## config.mk

```make
export PLATFORM = sky130hd
export DESIGN_NAME = pov_rotation_synced_column_sequencer_unit
export DESIGN_NICKNAME = d
export VERILOG_FILES = /design/src/pov_pkg.sv /design/src/pov_store.sv /design/src/pov_rotation_synced_column_sequencer_unit.sv
export VERILOG_INCLUDE_DIRS = /design/src /design/src/src
export SDC_FILE = /design/constraint.sdc
export NUM_CORES = 2
export LEC_CHECK = 0
export BUFFER_PORTS_ARGS = -buffer_cell sky130_fd_sc_hd__buf_2
export CAP_MARGIN = 20
export CORE_AREA = 2 2 477 479
export CTS_CLUSTER_SIZE = 20
export DETAILED_ROUTE_END_ITERATION = 10
export DIE_AREA = 0 0 479 481
export GPL_TIMING_DRIVEN = 0
export SLEW_MARGIN = 5
export SYNTH_ARGS = -nofsm -noshare
export SYNTH_HDL_FRONTEND = slang
export SYNTH_HIERARCHICAL = 1
export SYNTH_SLANG_ARGS = --single-unit
```

## constraint.sdc

```tcl
create_clock -name clk -period 19.68 [get_ports clk]
set_input_delay 1.968 -clock clk [delete_from_list [all_inputs] [get_ports clk]]
set_output_delay 1.968 -clock clk [all_outputs]
set_load 0.01 [all_outputs]
```

## src/assert_macros.svh

```systemverilog
// assertion macros shared by the rotation column sequencer rtl
// expects clk and rst_n to be visible in the including module
`ifndef ASSERT_MACROS_SVH
`define ASSERT_MACROS_SVH

// condition that must hold at every clock edge out of reset
`define POV_ASSERT_HOLDS(label, cond, msg) \
    label: assert property (@(posedge clk) disable iff (!rst_n) (cond)) else $error(msg);

// condition that must hold in the same cycle as the antecedent
`define POV_ASSERT_IMPLIES(label, ante, cons, msg) \
    label: assert property (@(posedge clk) disable iff (!rst_n) (ante) |-> (cons)) else $error(msg);

// condition that must hold in the cycle after the antecedent
`define POV_ASSERT_NEXT(label, ante, cons, msg) \
    label: assert property (@(posedge clk) disable iff (!rst_n) (ante) |=> (cons)) else $error(msg);

`endif

```

## src/pov_pkg.sv

```systemverilog
// shared constants and types of the rotation synced column sequencer
// no dependencies; used by pov_store and the top level
`timescale 1ns / 1ps
`default_nettype none

package pov_pkg;

    // image geometry and time base
    localparam int NUM_COLUMNS = 120;
    localparam int TIME_BITS   = 24;
    localparam int COL_W       = $clog2(NUM_COLUMNS);
    localparam int ADDR_W      = 7;
    localparam int COL_DATA_W  = 8;
    localparam int LED_W       = 7;

    // item packing on the stream ports
    localparam int S_DATA_W = 16;
    localparam int M_DATA_W = 16;

    // item kinds carried in tuser
    localparam logic FUNC_TICK  = 1'b0;
    localparam logic FUNC_WRITE = 1'b1;

    // saturation limit of the time counters
    localparam logic [TIME_BITS-1:0] TIME_MAX = {TIME_BITS{1'b1}};

    // column hold time is period / COL_DIVISOR, done as a reciprocal multiply
    localparam int COL_DIVISOR = 120;
    localparam int DIV_SHIFT   = TIME_BITS + $clog2(COL_DIVISOR);
    localparam int RECIP_W     = TIME_BITS + 1;
    localparam int PROD_W      = TIME_BITS + RECIP_W;
    localparam int HOLD_W      = PROD_W - DIV_SHIFT;
    localparam longint unsigned RECIP_VAL =
        ((64'd1 << DIV_SHIFT) + COL_DIVISOR - 1) / COL_DIVISOR;
    localparam logic [RECIP_W-1:0] RECIP = RECIP_W'(RECIP_VAL);

    // start window: period/3 <= t < period*121/360, scaled to integers
    localparam int WIN_W     = TIME_BITS + 9;
    localparam int WIN_LO_MUL = 3;
    localparam int WIN_T_MUL  = 360;
    localparam int WIN_P_MUL  = 121;

    // write port of the image store
    typedef struct packed {
        logic                  en;
        logic [COL_W-1:0]      addr;
        logic [COL_DATA_W-1:0] data;
    } store_wr_t;

endpackage

`default_nettype wire

```

## src/pov_store.sv

```systemverilog
// image column store: one write port, one registered read port
// depends on pov_pkg for geometry and the write port struct
`timescale 1ns / 1ps
`default_nettype none

module pov_store
    import pov_pkg::*;
(
    input  wire logic                  clk,
    input  wire store_wr_t             wr,
    input  wire logic                  rd_en,
    input  wire logic [COL_W-1:0]      rd_addr,
    output logic      [COL_DATA_W-1:0] rd_data
);

    logic [COL_DATA_W-1:0] image_mem [NUM_COLUMNS];
    logic [COL_DATA_W-1:0] rd_data_reg;

    // column writes
    always_ff @(posedge clk)
    begin
        if (wr.en)
        begin
            image_mem[wr.addr] <= wr.data;
        end
    end

    // registered read, holds while no item is taken
    always_ff @(posedge clk)
    begin
        if (rd_en)
        begin
            rd_data_reg <= image_mem[rd_addr];
        end
    end

    assign rd_data = rd_data_reg;

endmodule

`default_nettype wire

```

## src/pov_rotation_synced_column_sequencer_unit.sv

```systemverilog
// a result item is registered and presented in the cycle after its input item is taken
// throughput: one item per cycle; input ready while the output register is empty or taken
// the image store has a registered read, a write to the column shown is forwarded
// reset (rst_n low, async) clears the counters, period, sweep state and output valid
// the image store is not cleared; a column reads as written once it has been written
`timescale 1ns / 1ps
`default_nettype none
`include "assert_macros.svh"

module pov_rotation_synced_column_sequencer_unit
    import pov_pkg::*;
(
    input  wire logic                clk,
    input  wire logic                rst_n,
    input  wire logic                s_axis_tvalid,
    output logic                     s_axis_tready,
    // [0] index_pulse, [7:1] column_addr, [15:8] column_data
    input  wire logic [S_DATA_W-1:0] s_axis_tdata,
    // [0] func
    input  wire logic [0:0]          s_axis_tuser,
    output logic                     m_axis_tvalid,
    input  wire logic                m_axis_tready,
    // [6:0] led_pattern, [7] showing, [8] timing_valid, [15:9] zero
    output logic      [M_DATA_W-1:0] m_axis_tdata
);

    // unpacked input fields
    logic                  func;
    logic                  index_pulse;
    logic [ADDR_W-1:0]     column_addr;
    logic [COL_DATA_W-1:0] column_data;

    assign func        = s_axis_tuser[0];
    assign index_pulse = s_axis_tdata[0];
    assign column_addr = s_axis_tdata[7:1];
    assign column_data = s_axis_tdata[15:8];

    // control state
    logic [TIME_BITS-1:0] since_pulse_reg, since_pulse_next;
    logic [TIME_BITS-1:0] since_origin_reg, since_origin_next;
    logic [TIME_BITS-1:0] period_reg, period_next;
    logic                 pulse_seen_reg, pulse_seen_next;
    logic                 period_known_reg, period_known_next;
    logic                 done_reg, done_next;
    logic                 active_reg, active_next;
    logic [COL_W-1:0]     column_index_reg, column_index_next;
    logic [HOLD_W-1:0]    hold_left_reg, hold_left_next;

    // output stage
    logic                  out_valid_reg, out_valid_next;
    logic                  out_show_reg, out_show_next;
    logic                  out_tv_reg, out_tv_next;
    logic                  out_fwd_reg, out_fwd_next;
    logic [COL_DATA_W-1:0] out_fwd_data_reg;

    // datapath
    logic                  in_acc;
    logic                  tick_acc;
    logic [TIME_BITS-1:0]  since_pulse_inc;
    logic [TIME_BITS-1:0]  since_origin_inc;
    logic [TIME_BITS-1:0]  since_origin_upd;
    logic [TIME_BITS-1:0]  period_upd;
    logic                  period_known_upd;
    logic                  done_upd;
    logic [PROD_W-1:0]     recip_prod;
    logic [HOLD_W-1:0]     quot;
    logic [HOLD_W-1:0]     col_ticks;
    logic                  win_lo;
    logic                  win_hi;
    logic                  start;
    logic                  act;
    logic [COL_W-1:0]      col_cur;
    logic [HOLD_W-1:0]     hold_cur;
    logic [HOLD_W-1:0]     hold_dec;
    logic [COL_W-1:0]      rd_addr;
    store_wr_t             store_wr;
    logic [COL_DATA_W-1:0] store_q;
    logic [COL_DATA_W-1:0] col_bits;
    logic [LED_W-1:0]      led_pattern;

    // handshake
    assign in_acc        = s_axis_tvalid && s_axis_tready;
    assign tick_acc      = in_acc && (func == FUNC_TICK);
    assign s_axis_tready = !out_valid_reg || m_axis_tready;

    // saturating time counters and pulse handling
    always_comb
    begin
        since_pulse_inc  = (since_pulse_reg == TIME_MAX) ? since_pulse_reg
                                                         : since_pulse_reg + 1'b1;
        since_origin_inc = (since_origin_reg == TIME_MAX) ? since_origin_reg
                                                          : since_origin_reg + 1'b1;
        since_origin_upd = index_pulse ? '0 : since_origin_inc;
        period_upd       = (index_pulse && pulse_seen_reg) ? since_pulse_inc : period_reg;
        period_known_upd = period_known_reg || (index_pulse && pulse_seen_reg);
        done_upd         = index_pulse ? 1'b0 : done_reg;
    end

    // column hold time, floor(period / 120) and at least one tick
    always_comb
    begin
        recip_prod = PROD_W'(period_upd) * PROD_W'(RECIP);
        quot       = recip_prod[PROD_W-1:DIV_SHIFT];
        col_ticks  = (quot == '0) ? HOLD_W'(1) : quot;
    end

    // start window check in exact integers
    always_comb
    begin
        win_lo = (WIN_W'(since_origin_upd) * WIN_W'(WIN_LO_MUL)) >= WIN_W'(period_upd);
        win_hi = (WIN_W'(since_origin_upd) * WIN_W'(WIN_T_MUL))
                 < (WIN_W'(period_upd) * WIN_W'(WIN_P_MUL));
        start  = !active_reg && !done_upd && period_known_upd && win_lo && win_hi;
    end

    // sweep sequencing and next state
    always_comb
    begin
        act      = active_reg || start;
        col_cur  = start ? '0 : column_index_reg;
        hold_cur = start ? col_ticks : hold_left_reg;
        hold_dec = (hold_cur != '0) ? hold_cur - 1'b1 : hold_cur;

        since_pulse_next  = since_pulse_reg;
        since_origin_next = since_origin_reg;
        period_next       = period_reg;
        pulse_seen_next   = pulse_seen_reg;
        period_known_next = period_known_reg;
        done_next         = done_reg;
        active_next       = active_reg;
        column_index_next = column_index_reg;
        hold_left_next    = hold_left_reg;

        if (tick_acc)
        begin
            since_pulse_next  = index_pulse ? '0 : since_pulse_inc;
            since_origin_next = since_origin_upd;
            period_next       = period_upd;
            pulse_seen_next   = pulse_seen_reg || index_pulse;
            period_known_next = period_known_upd;
            done_next         = done_upd || start;
            active_next       = act;
            column_index_next = col_cur;
            hold_left_next    = hold_cur;
            if (act)
            begin
                hold_left_next = hold_dec;
                if (hold_dec == '0)
                begin
                    if (col_cur == COL_W'(NUM_COLUMNS - 1))
                    begin
                        active_next       = 1'b0;
                        column_index_next = '0;
                    end
                    else
                    begin
                        column_index_next = col_cur + 1'b1;
                        hold_left_next    = col_ticks;
                    end
                end
            end
        end
    end

    // store access: write item lands now, the shown column is read alongside
    always_comb
    begin
        store_wr.en   = in_acc && (func == FUNC_WRITE)
                        && ({1'b0, column_addr} < (ADDR_W + 1)'(NUM_COLUMNS));
        store_wr.addr = COL_W'(column_addr);
        store_wr.data = column_data;
        rd_addr       = tick_acc ? col_cur : column_index_reg;
    end

    pov_store u_store (
        .clk     (clk),
        .wr      (store_wr),
        .rd_en   (in_acc),
        .rd_addr (rd_addr),
        .rd_data (store_q)
    );

    // output stage next values
    always_comb
    begin
        out_valid_next = out_valid_reg && !m_axis_tready;
        out_show_next  = out_show_reg;
        out_tv_next    = out_tv_reg;
        out_fwd_next   = out_fwd_reg;
        if (in_acc)
        begin
            out_valid_next = 1'b1;
            out_show_next  = tick_acc ? act : active_reg;
            out_tv_next    = tick_acc ? period_known_upd : period_known_reg;
            out_fwd_next   = store_wr.en && (store_wr.addr == column_index_reg);
        end
    end

    // control registers
    always_ff @(posedge clk or negedge rst_n)
    begin
        if (!rst_n)
        begin
            since_pulse_reg  <= '0;
            since_origin_reg <= '0;
            period_reg       <= '0;
            pulse_seen_reg   <= 1'b0;
            period_known_reg <= 1'b0;
            done_reg         <= 1'b0;
            active_reg       <= 1'b0;
            column_index_reg <= '0;
            hold_left_reg    <= '0;
            out_valid_reg    <= 1'b0;
            out_show_reg     <= 1'b0;
            out_tv_reg       <= 1'b0;
            out_fwd_reg      <= 1'b0;
        end
        else
        begin
            since_pulse_reg  <= since_pulse_next;
            since_origin_reg <= since_origin_next;
            period_reg       <= period_next;
            pulse_seen_reg   <= pulse_seen_next;
            period_known_reg <= period_known_next;
            done_reg         <= done_next;
            active_reg       <= active_next;
            column_index_reg <= column_index_next;
            hold_left_reg    <= hold_left_next;
            out_valid_reg    <= out_valid_next;
            out_show_reg     <= out_show_next;
            out_tv_reg       <= out_tv_next;
            out_fwd_reg      <= out_fwd_next;
        end
    end

    // forwarded column data, payload only
    always_ff @(posedge clk)
    begin
        if (in_acc)
        begin
            out_fwd_data_reg <= column_data;
        end
    end

    // led drive: column bits 7..1 reversed onto led 0..6
    always_comb
    begin
        col_bits = out_fwd_reg ? out_fwd_data_reg : store_q;
        for (int k = 0; k < LED_W; k++)
        begin
            led_pattern[k] = out_show_reg && col_bits[LED_W - k];
        end
    end

    assign m_axis_tvalid = out_valid_reg;
    assign m_axis_tdata  = {(M_DATA_W - LED_W - 2)'(0), out_tv_reg, out_show_reg, led_pattern};

    // checks on the sweep and output logic
    `POV_ASSERT_IMPLIES(a_show_needs_period, out_valid_reg && out_show_reg, out_tv_reg,
        "columns shown without a measured period")
    `POV_ASSERT_IMPLIES(a_active_hold, active_reg, hold_left_reg != '0,
        "sweep running with no hold time left")
    `POV_ASSERT_IMPLIES(a_idle_column, !active_reg, column_index_reg == '0,
        "column index not parked while idle")
    `POV_ASSERT_NEXT(a_period_sticky, period_known_reg, period_known_reg,
        "measured period lost")

endmodule

`default_nettype wire

```

# == Word level (Yosys, flattened, before mapping) ==
# Memory sizes are Yosys's and may differ from the RTL's. A register that Yosys moved wholly into a read port is not among the register bits.
# Cells that the tools add are included.
# word_totals
output_inout_bits,18
input_bits,21
regBits,113
mem_count,1
ramBits,960
# memory_table
name,words,width,read_ports,rd_ports_with_merged_regs,write_ports,line_no,text
u_store.image_mem,120,8,1,1,1,pov_store.sv:16,logic [COL_DATA_W-1:0] image_mem [NUM_COLUMNS];
# classes
n_reduce_logical,30
eq_ne,4
mul,4
magnitude_cmp,3
bitwise_logic,1
muxes,26
add_sub_neg,4
# ops
op,n
$mux 24,5
$mux 18,6
$add 24x1->24 const B,2
$eq 24x24->1 const B,2
$mul 24x24->48 const B,1
$logic_not 18->1,2
$mux 7,5
$lt 33x31->1,1
$mul 24x7->31 const B,1
$mul 24x6->30 const B,1
$ge 26x24->1,1
$mul 24x2->26 const B,1
$logic_and 1x1->1,18
$reduce_bool 18->1,1
$sub 18x1->18 const B,1
$mux 1,9
$mux 8,1
$add 7x1->7 const B,1
$eq 7x7->1,1
$eq 7x7->1 const B,1
$lt 7x7->1 const B,1
$logic_or 1x1->1,5
$logic_not 1->1,4
$not 1->1,1

# == Depth between registers and ports, before layout ==
# logic_depth
word_depth,13
depth_mapped,59
depth_no_buf,57

# == Modules after synthesis ==
# Netlist, hierarchy kept.
# modules_own_cells
module,cells_each,n_inst,area_each_um2,seq_area_each_um2
pov_store,1771,1,37825.0,29067.9
pov_rotation_synced_column_sequencer_unit,2730,1,22676.7,2837.7

# == Worst setup path after synthesis ==
# OpenSTA, ideal clock, no wires.
# synth_timing
path_kind,input to register
from,in s_axis_tdata[0]
to,reg column_index_reg[3]
cell_stages,53
required_ps,19549
path_slack_ps,6526
t_arrival_ps,13022
setup_ps,131
n_path_buf,3
path_cell_list,nand2_1 -> clkbuf_1 -> clkbuf_1 -> o21ai_0 -> and2_1 -> nor2_1 -> ha_1 -> or2_2 -> ha_1 -> xor2_1 -> ha_1 -> inv_1 -> fa_1 -> inv_1 -> ha_1 -> o21ai_0 -> a21oi_1 -> o21ai_0 -> [17 not listed] -> nor3_1 -> a32oi_1 -> a221oi_1 -> o311ai_4 -> buf_2 -> mux2_2 -> ha_1 -> inv_1 -> a221oi_1 -> nand4_1 -> or2_2 -> o21a_1 -> o31a_1 -> or4_1 -> nor4_1 -> and4bb_2 -> a21oi_1 -> or3b_1
# synth_between
elab_cells_between_ends,30
classes_between,add/sub: 2; mul: 4; order compare: 2; eq/ne: 1; mux: 10; reduce/logical: 11
# synth_lines
element,line_no,text
start: declaration,pov_rotation_synced_column_sequencer_unit.sv:18,"input wire logic [S_DATA_W-1:0] s_axis_tdata,"
$logic_and 1x1->1 *,pov_rotation_synced_column_sequencer_unit.sv:94,period_upd = (index_pulse && pulse_seen_reg) ? since_pulse_inc : period_reg;
$mux 24 *,pov_rotation_synced_column_sequencer_unit.sv:94,
via period_upd[1],pov_rotation_synced_column_sequencer_unit.sv:62,logic [TIME_BITS-1:0] period_upd;
"$mul 24x7->31, or another cell as far along",pov_rotation_synced_column_sequencer_unit.sv:112,< (WIN_W'(period_upd) * WIN_W'(WIN_P_MUL));
"$lt 33x31->1, or another cell as far along",pov_rotation_synced_column_sequencer_unit.sv:112,
$logic_and 1x1->1 or $mux 18 (tied branches),"pov_rotation_synced_column_sequencer_unit.sv:113, pov_rotation_synced_column_sequencer_unit.sv:104",
$mux 18,pov_rotation_synced_column_sequencer_unit.sv:121,hold_cur = start ? col_ticks : hold_left_reg;
$sub 18x1->18 or $reduce_bool 18->1 (tied branches),pov_rotation_synced_column_sequencer_unit.sv:122,hold_dec = (hold_cur != '0) ? hold_cur - 1'b1 : hold_cur;
$mux 18,pov_rotation_synced_column_sequencer_unit.sv:122,
$logic_not 18->1,pov_rotation_synced_column_sequencer_unit.sv:148,if (hold_dec == '0)
$mux 7,pov_rotation_synced_column_sequencer_unit.sv:148,
$mux 7 *,pov_rotation_synced_column_sequencer_unit.sv:145,if (act)
end signal: assignment,pov_rotation_synced_column_sequencer_unit.sv:227,column_index_reg <= column_index_next;
end: declaration,pov_rotation_synced_column_sequencer_unit.sv:46,"logic [COL_W-1:0] column_index_reg, column_index_next;"
# The timed path passes the listed nets; every way through them passes the cells marked *.
# A chain may end at the register's enable or synchronous reset.

# == Final worst setup path ==
# layout_timing
from,in s_axis_tdata[0]
to,"reg u_store.rd_data_reg[1], in the netlist u_store/rd_data[1], read port of u_store.image_mem (data pin)"
# layout_between
elab_cells_between_ends,17
classes_between,mul: 3; order compare: 2; mux: 5; reduce/logical: 7
# layout_lines
element,line_no,text
$logic_and 1x1->1 *,pov_rotation_synced_column_sequencer_unit.sv:94,
$mux 24 *,pov_rotation_synced_column_sequencer_unit.sv:94,
via period_upd[2],pov_rotation_synced_column_sequencer_unit.sv:62,
$mul 24x7->31 or $ge 26x24->1 (tied branches),"pov_rotation_synced_column_sequencer_unit.sv:112, pov_rotation_synced_column_sequencer_unit.sv:110",
$lt 33x31->1 or $logic_and 1x1->1 (tied branches),"pov_rotation_synced_column_sequencer_unit.sv:112, pov_rotation_synced_column_sequencer_unit.sv:113",
$logic_and 1x1->1 *,pov_rotation_synced_column_sequencer_unit.sv:113,start = !active_reg && !done_upd && period_known_upd && win_lo && win_hi;
$mux 7 *,pov_rotation_synced_column_sequencer_unit.sv:120,col_cur = start ? '0 : column_index_reg;
$mux 7 *,pov_rotation_synced_column_sequencer_unit.sv:172,rd_addr = tick_acc ? col_cur : column_index_reg;
via rd_addr[1],pov_rotation_synced_column_sequencer_unit.sv:75,logic [COL_W-1:0] rd_addr;
end: declaration,pov_store.sv:17,logic [COL_DATA_W-1:0] rd_data_reg;
# Marks and branches as above.

==> flow_metrics.py <==
metrics = {
    "power": {
        "combPwrFrac": 0.465,
        "p_total_mw": 7.798,
        "clockPowerShare": 0.239,
        "p_leak_nw": 24.38,
        "power_density_mw_per_mm2": 122.9,
        "switching_share": 0.3864,
        "p_int_mw": 4.785,
        "irDropWorstVdd_v": 0.0001040,
        "power.sequential.fraction": 0.296,
        "p_switching_mw": 3.013,
    },
    "layout": {
        "largest_register": "u_store/image_mem",
        "antenna_cells": 0,
        "largest_reg_flops": 840,
        "postLayoutCoreUtil": 0.2812,
        "final_layout_size_suffix_gt1_frac": 0.1273,
        "layout.nets": 5063,
        "area_growth_pct": 13.48,
    },
    "timing": {
        "fmaxAchievable_mhz": 59.20,
        "slew_viol_final": 0,
        "skew_ns": 0.02711,
        "relSlewSlack": 0.1755,
        "worst_pin_slew_ns": 1.237,
        "final-setup-viol-count": 0,
        "hold_viol_final": 0,
        "finalCritPeriodShare": 0.8583,
        "rsz0062_at_grt": "false",
        "hold_slack_ns": 0.4794,
        "setup_tns_ns": 0,
        "finalCriticalPeriod_ns": 16.89,
    },
    "detailed_routing": {
        "wl_um": 156600,
        "drtIter0Drc": 3540,
        "avgViaCountPerCell": 4.828,
        "drcViolationCount": 0,
        "wire_per_inst_um": 20.72,
        "drt-pass1-iter-count": 5,
        "vias": 36490,
        "ant_nets": 0,
    },
    "clocking": {
        "clockBufferDepth": 3,
        "cts.sinks": 959,
        "cts_tree": "yes",
        "cts_inserted_buffers": 100,
        "htreeDepth": 3,
        "insertion_delay_ns": 0.68,
        "cts_resized": 0,
        "post_cts_buffers": 0,
        "root_buffer": "clkbuf_16",
        "postCtsHoldBufs": 0,
        "path_clk_slew_ns": 0.06,
    },
    "worst_setup_path": {
        "path_max_fanout": 10,
        "crit_top_cell": "o21ai_0",
        "critPathLaunchType": "input pin",
        "cp-end-kind": "flop",
        "path_buf_inv": 13,
        "arrival_ns": 17.29,
        "critPathMaxStageDelay_ns": 0.96,
        "worstSetupPathType": "in2reg",
        "required_ns": 20.08,
        "cp_slowest_cell": "clkbuf_1",
        "cp_top_family": "compound AO/OA/AOI/OAI gates",
    },
    "global_route": {
        "overflow": 0,
        "antenna_found_initial": 2,
        "grt_use_total": 0.1342,
        "grt_pass1_wl_um": 234400,
        "grt_max_degree": 78,
        "grt_pass1_vias": 36610,
    },
    "die": {
        "rows": 175,
        "die-area_mm2": 0.2304,
        "core_region_area_mm2": 0.2257,
        "die_x_um": 479,
        "die_height_um": 481,
        "initial_core_util": 0.2478,
        "io_pins": 39,
    },
    "hold_path": {
        "hp-class": "reg2reg",
    },
    "status": {
        "status": "completed",
    },
    "placement": {
        "port_buffers": 30,
        "hpwlAfterDp_um": 115600,
        "gp_congestion": 0.8961,
    },
    "job": {
        "cap_viol_max_count": 0,
    },
    "yosys": {
        "synthesis.area_mm2": 0.05593,
        "yosys_warnings": 6,
        "syn_inst": 4303,
        "postSynthAreaPerCell_um2": 13.00,
    },
}
## final timing paths
path,startpoint,to,slack [ns],cells after the start
hold / removal,period_reg[19]$_DFFE_PN0P_,period_reg[19]$_DFFE_PN0P_,0.48,2
max in group asynchronous,rst_n,period_reg[21]$_DFFE_PN0P_,17.75,2
hold reg to reg,period_reg[19]$_DFFE_PN0P_,period_reg[19]$_DFFE_PN0P_,0.48,2
setup reg to reg,since_pulse_reg[0]$_DFFE_PN0P_,u_store/rd_data[1]$_DFFE_PP_,3.28,51
setup / recovery,s_axis_tdata[0],u_store/rd_data[1]$_DFFE_PP_,2.79,52
min in group asynchronous,rst_n,m_axis_tvalid$_DFF_PN0_,1.25,1
## worst register-to-register path: cells and delay by family (launching register included)
family	cells	cell delay [ns]
xor+xnor	2	0.44
compound gates	23	5.91
simple gates	10	3.25
flops	1	0.47
buf+inv	10	3.95
fa+ha+maj	6	2.11
## cells in the final DEF (no fill, tap or decap), types with 31 or more instances in the layout
master     instances
edfxtp_1         854
ha_1             430
inv_1            377
nand2_1          308
nor2_1           265
mux4_2           211
a21oi_1          167
fa_1             147
o21ai_0          127
xnor2_1          116
clkbuf_1         114
dfrtp_1          105
nand3_1          104
clkbuf_16        102
a21o_1            90
mux2i_1           90
nor3_1            62
xor2_1            58
buf_2             56
buf_4             49
nor2b_1           48
nand4_1           38
and3_1            35
nand2b_1          35
a211oi_1          32
mux2_2            31
## final cells by class
class / count / area [um^2]
Fill cell: 22910 / 162300
Timing Repair Buffer: 54 / 514.2
Clock inverter: 52 / 481.7
Buffer: 181 / 987.2
Clock buffer: 134 / 2743
Tap cell: 3009 / 3765
Multi-Input combinational cell: 2783 / 25260
Inverter: 386 / 1450
Sequential cell: 959 / 28270
## per-layer routing
| layer | track usage | part of all wire | up-vias |
|---|---|---|---|
| li1 | - | - | 16310 |
| met1 | 0.1821 | 0.43 | 18620 |
| met2 | 0.2221 | 0.47 | 1319 |
| met3 | 0.01762 | 0.068 | 249 |
| met4 | 0.04101 | 0.030 | 0 |
| met5 | 0 | 0 | - |
## per-stage QoR
stage,worst slack [ns],instance area (um^2),std cells
global route,1.892,63470,7558
CTS,2.946,63450,7555
floorplan,6.526,55950,4309
global placement,1.887,59870,7348
detailed placement,2.314,60230,7369
finish,2.788,63470,7558
## power groups by stage
stage	sequential, mW	clock (mW)	combinational [mW]
floorplan	2.33	0	2.66
global placement	2.35	0	3.58
detailed placement	2.35	0	3.62
CTS	2.31	1.90	3.65
global route	2.31	1.98	4.12
finish	2.31	1.86	3.63
Note: power is estimated with default switching activity, not from simulation.
